File: config.mk
export PLATFORM = sky130hd
export DESIGN_NAME = csf_ctrl
export DESIGN_NICKNAME = d
export VERILOG_FILES = /design/src/hw/rtl/csf_pkg.sv /design/src/hw/rtl/csf_ctrl.sv
export SDC_FILE = /design/constraint.sdc
export NUM_CORES = 1
export LEC_CHECK = 0
export CORE_AREA = 2 2 39 41
export DETAILED_ROUTE_END_ITERATION = 10
export DIE_AREA = 0 0 41 43
export DONT_BUFFER_PORTS = 1
export SYNTH_ARGS = -nofsm -noshare
export SYNTH_HDL_FRONTEND = slang
export SYNTH_SLANG_ARGS = --single-unit
export TNS_END_PERCENT = 50
File: constraint.sdc
create_clock -name clk -period 1.8 [get_ports clk]
set_clock_uncertainty 0.1 [all_clocks]
set_input_delay 0 -clock clk [delete_from_list [all_inputs] [get_ports clk]]
set_output_delay 0 -clock clk [all_outputs]
set_load 0.01 [all_outputs]
File: src/hw/rtl/csf_pkg.sv
`timescale 1ns / 1ps
// ============================================================================
// Circular sample FIFO package
// Shared constants, mode codes and controller/datapath interface types.
// ============================================================================
package csf_pkg;

    localparam int CAPACITY_DEF  = 1023;
    localparam int MAX_BURST_DEF = 64;
    localparam int SAMPLE_W      = 32;
    localparam int COUNT_W       = 7;
    localparam int OFFSET_W      = 10;
    localparam int LEVEL_W       = 10;

    typedef enum logic [1:0] {
        MODE_WRITE = 2'd0,
        MODE_READ  = 2'd1,
        MODE_PEEK  = 2'd2,
        MODE_CLEAR = 2'd3
    } mode_t;

    typedef struct packed {
        logic write;
        logic clear;
        logic latch;
        logic latch_peek;
        logic setup;
        logic empty_res;
        logic issue;
        logic remove;
    } cmd_t;

    typedef struct packed {
        logic burst_empty;
        logic last_issue;
    } status_t;

endpackage

File: src/hw/rtl/csf_ctrl.sv
`timescale 1ns / 1ps
// ============================================================================
// Circular sample FIFO controller
// Sequences each item and issues commands to the datapath.
// ============================================================================
module csf_ctrl (
    input  logic               clk,
    input  logic               rst_n,
    input  logic               start,
    input  logic [1:0]         mode,
    input  csf_pkg::status_t   status,
    output csf_pkg::cmd_t      cmd,
    output logic               busy
);

    typedef enum logic [1:0] {
        ST_IDLE,
        ST_SETUP,
        ST_RUN
    } state_t;

    state_t state_reg;
    logic   remove_reg;
    logic   busy_reg;

    always_comb
    begin
        cmd        = '0;
        cmd.remove = remove_reg;
        case (state_reg)
            ST_IDLE:
            begin
                if (start)
                begin
                    case (csf_pkg::mode_t'(mode))
                        csf_pkg::MODE_WRITE: cmd.write = 1'b1;
                        csf_pkg::MODE_CLEAR: cmd.clear = 1'b1;
                        csf_pkg::MODE_PEEK:
                        begin
                            cmd.latch      = 1'b1;
                            cmd.latch_peek = 1'b1;
                        end
                        default: cmd.latch = 1'b1;
                    endcase
                end
            end
            ST_SETUP:
            begin
                cmd.setup     = 1'b1;
                cmd.empty_res = status.burst_empty;
            end
            ST_RUN:
            begin
                cmd.issue = 1'b1;
            end
            default:
            begin
                cmd.remove = remove_reg;
            end
        endcase
    end

    always_ff @(posedge clk or negedge rst_n)
    begin
        if (!rst_n)
        begin
            state_reg  <= ST_IDLE;
            remove_reg <= 1'b0;
            busy_reg   <= 1'b0;
        end
        else
        begin
            case (state_reg)
                ST_IDLE:
                begin
                    if (start && (csf_pkg::mode_t'(mode) inside
                                  {csf_pkg::MODE_READ, csf_pkg::MODE_PEEK}))
                    begin
                        state_reg  <= ST_SETUP;
                        remove_reg <= (csf_pkg::mode_t'(mode) == csf_pkg::MODE_READ);
                        busy_reg   <= 1'b1;
                    end
                end
                ST_SETUP:
                begin
                    if (status.burst_empty)
                    begin
                        state_reg <= ST_IDLE;
                        busy_reg  <= 1'b0;
                    end
                    else
                    begin
                        state_reg <= ST_RUN;
                    end
                end
                ST_RUN:
                begin
                    if (status.last_issue)
                    begin
                        state_reg <= ST_IDLE;
                        busy_reg  <= 1'b0;
                    end
                end
                default:
                begin
                    state_reg <= ST_IDLE;
                    busy_reg  <= 1'b0;
                end
            endcase
        end
    end

    assign busy = busy_reg;

endmodule

==> metrics.md <==
| Metric | Value |
|---|---|
| Status | complete, no violations |
| Leak | 0.1898 nW |
| Gr usage total | 0.07661 |
| Syn_nets | 37 |
| Reg2reg start | state_reg[1] |
| Seq cells post-synth | 4 |
| Top Family by Delay on Critical Path | buffers and inverters |
| Clock Latency Late Sink | 240 ps |
| Crit path capture type | flip-flop |
| Worst setup startpoint | state_reg[1] |
| Critical path's largest stage delay | 550 ps |
| Post-place setup slack | 468.4 ps |
| Maximum achievable frequency | 615.8 MHz |
| Max Slew Vio Count | 0 |
| Grt total ovfl | 0 |
| Vias in the first global route | 179 |
| Wirelength per Cell | 10.98 µm |
| Non-filler cells, final | 51 |
| Placer Congestion | 0.7274 |
| CTS tree | done |
| CP required | 1810 ps |
| Post-synthesis mux area share | 0.05217 |
| Reg2reg path depth | 3 |
| Drt total wl | 560 µm |
| Synth Area in Adders | 0.1739 |
| Max reg flops | 2 |
| Post-Syn Instances | 26 |
| Largest family of logic cells by synthesized area | simple AND/OR/NAND/NOR gates |
| TritonCTS buffer count | 3 |
| Number of max-cap violations | 0 |
| Ranking of synthesized cells by area | dfrtp_1, ha_1, and2_1 |
| Avg Inst Size Synth | 11.07 µm² |
| Port-buffer cells | 0 |
| Htree depth | 1 |
| Dpl cells | 41 |
| Core area | 1384 µm² |
| Via density per instance | 4.059 |
| DR DRC count | 0 |
| Initial Utilization | 0.2080 |
| Setup_tns | 0 ps |
| Worst-path cell chain | nor2b_1, a22o_1, dlygate4sd3_1 |
| Via count | 207 |
| Synth Area in Simple Gates | 0.2783 |
| Clock buffer depth | 2 |
| Min-delay worst type | input pin to flip-flop |
| Final WS setup | 176.0 ps |
| Clock transition at path regs | 40 ps |
| Slew @ Worst Pin | 287.5 ps |
| Yosys cell types | 15 |
| Die Y | 43 µm |
| Cell Area, Placed | 300.3 µm² |
| WP buf/inv | 1 |
| Post-layout min period | 1624 ps |
| Setup Viol. Count Final | 0 |
| Post-route cell area | 392.9 µm² |
| YS warnings | 0 |
| Top cell type's share of synthesized area | 0.3478 |
| Critical path startpoint category | flip-flop |
| 1st-iter DRT viols | 3 |
| Ports | 16 |
| Crit Path Max Fanout | 7 |
| Critical R2R Capture | state_reg[1] |
| Post-Synth XOR/XNOR Area | 0 |
| Worst EP arrival | 1630 ps |
| Post-synthesis sequential area ratio | 0.3478 |
| CP max-delay cell | dlygate4sd3_1 |
| WP depth | 3 |
| Resized Gates After CTS | 0 |
| Ant diodes | 0 |
| Compound-gate portion of the synthesized area | 0.08261 |
| Overall die width | 41 µm |
| Fin util | 0.2839 |
| Max transition margin | 0.8079 |
| Detailed Routing Iterations Pass 1 | 2 |
| Root buf cell | clkbuf_4 |
| Hold Vio Cnt, Final | 0 |
| Reg2reg setup slack | 180 ps |
| PD cells | 806.2 nW/µm² |
| First-pass GRT wire length | 759 µm |
| Maximum vdd drop | 0.0004394 V |
| WL met1 | 214 µm |
| Critical Path End | state_reg[1] |
| Antenna viol nets, final | 0 |
| Initial antenna violation count | 0 |
| Layout cell share with drive strength beyond 1 | 0.2286 |
| Clock sink total | 4 |
| DR WL met3 | 93 µm |
| Area Growth Syn to Fin | 36.52% |
| Top Metal Used | met3 |
| RSZ-0062 raised after global routing | no |
| Critical path class | flip-flop to flip-flop |
| Met2 routed WL | 252 µm |
| Largest net degree at the start of global routing | 8 |
| NumNets Final | 48 |
| Cell taking the most area after synthesis | dfrtp_1 |
| Die area | 1763 µm² |
| Row cnt | 14 |
| Mapped Area | 287.8 µm² |
| Fillers | 153 |
| Final period util | 0.9022 |
## stage by stage
| step | hold WS [ps] | power, mW |
|---|---|---|
| 4_1_cts | 29.61 | 0.3236 |
| 5_1_grt | 34.48 | 0.3423 |
| 6_report | 28.37 | 0.3168 |
| 3_5_place_dp | -395.4 | 0.1919 |
| 3_3_place_gp | -395.4 | 0.1915 |
| 2_1_floorplan | -395.6 | 0.1880 |
## how the worst min path moves through the flow
| stage | depth (start not counted) | from | to |
|---|---|---|---|
| 2_1_floorplan | 0 | rst_n | busy |
| 3_3_place_gp | 0 | rst_n | remove_reg |
| 3_5_place_dp | 0 | rst_n | remove_reg |
| 4_1_cts | 3 | mode[1] | remove_reg |
| 5_1_grt | 3 | mode[1] | remove_reg |
| 6_report | 3 | mode[1] | remove_reg |
## tightest hold or removal path, cell delays in order
cell and delay, ps:
inv_1 50, ha_1 150, mux2_4 130
## power by group
part | internal [mW] | total, mW | switching, mW | leakage, nW
Combinational | 0.0460 | 0.0738 | 0.0278 | 0.125
Clock | 0.0746 | 0.112 | 0.0372 | 0.0138
Sequential | 0.108 | 0.131 | 0.0229 | 0.0510
Total | 0.229 | 0.317 | 0.0878 | 0.190
## area by class of cell
type	instances	area (µm²)	area share
Clock buffer	3	22.52	0.05732
Sequential cell	4	100.1	0.2548
Tap cell	16	20.02	0.05096
Multi-Input combinational cell	18	168.9	0.4299
Inverter	3	11.26	0.02866
Timing Repair Buffer	7	70.07	0.1783
## repair_timing
item                                   in CTS  in global routing
hold buffers                                7                  0
buffers inserted                            0                  0
endpoints found under the hold margin       8                  0
## logic make-up after synthesis
| group | Yosys count |
|---|---|
| AOI/OAI and AO/OA | 3 |
| muxes | 1 |
| buffers and inverters | 4 |
| adders and majority gates | 4 |
| and+or+nand+nor | 10 |
| DFF | 4 |
## layout by cell type, fill, tap and decap left out, types with 3 or more instances in the layout
cell           count
and2_1             4
inv_1              3
dlygate4sd3_1      7
ha_1               4
dfrtp_1            4
clkbuf_4           3
## synth_stat cells
cell type  n
and4bb_4   1
and2b_2    1
nor3b_1    1
dfrtp_1    4
buf_4      1
o22a_2     1
and4bb_2   1
ha_1       4
a22o_1     1
nor2_1     1
inv_1      3
a21oi_1    1
nor2b_1    1
and2_1     4
mux2_4     1
## per-layer routing
layer,track usage,up-vias
met5,0,-
met4,0.04000,0
met3,0.09424,0
met2,0.08750,11
met1,0.07818,91
li1,-,105
Note: power is estimated with default switching activity, not from simulation.
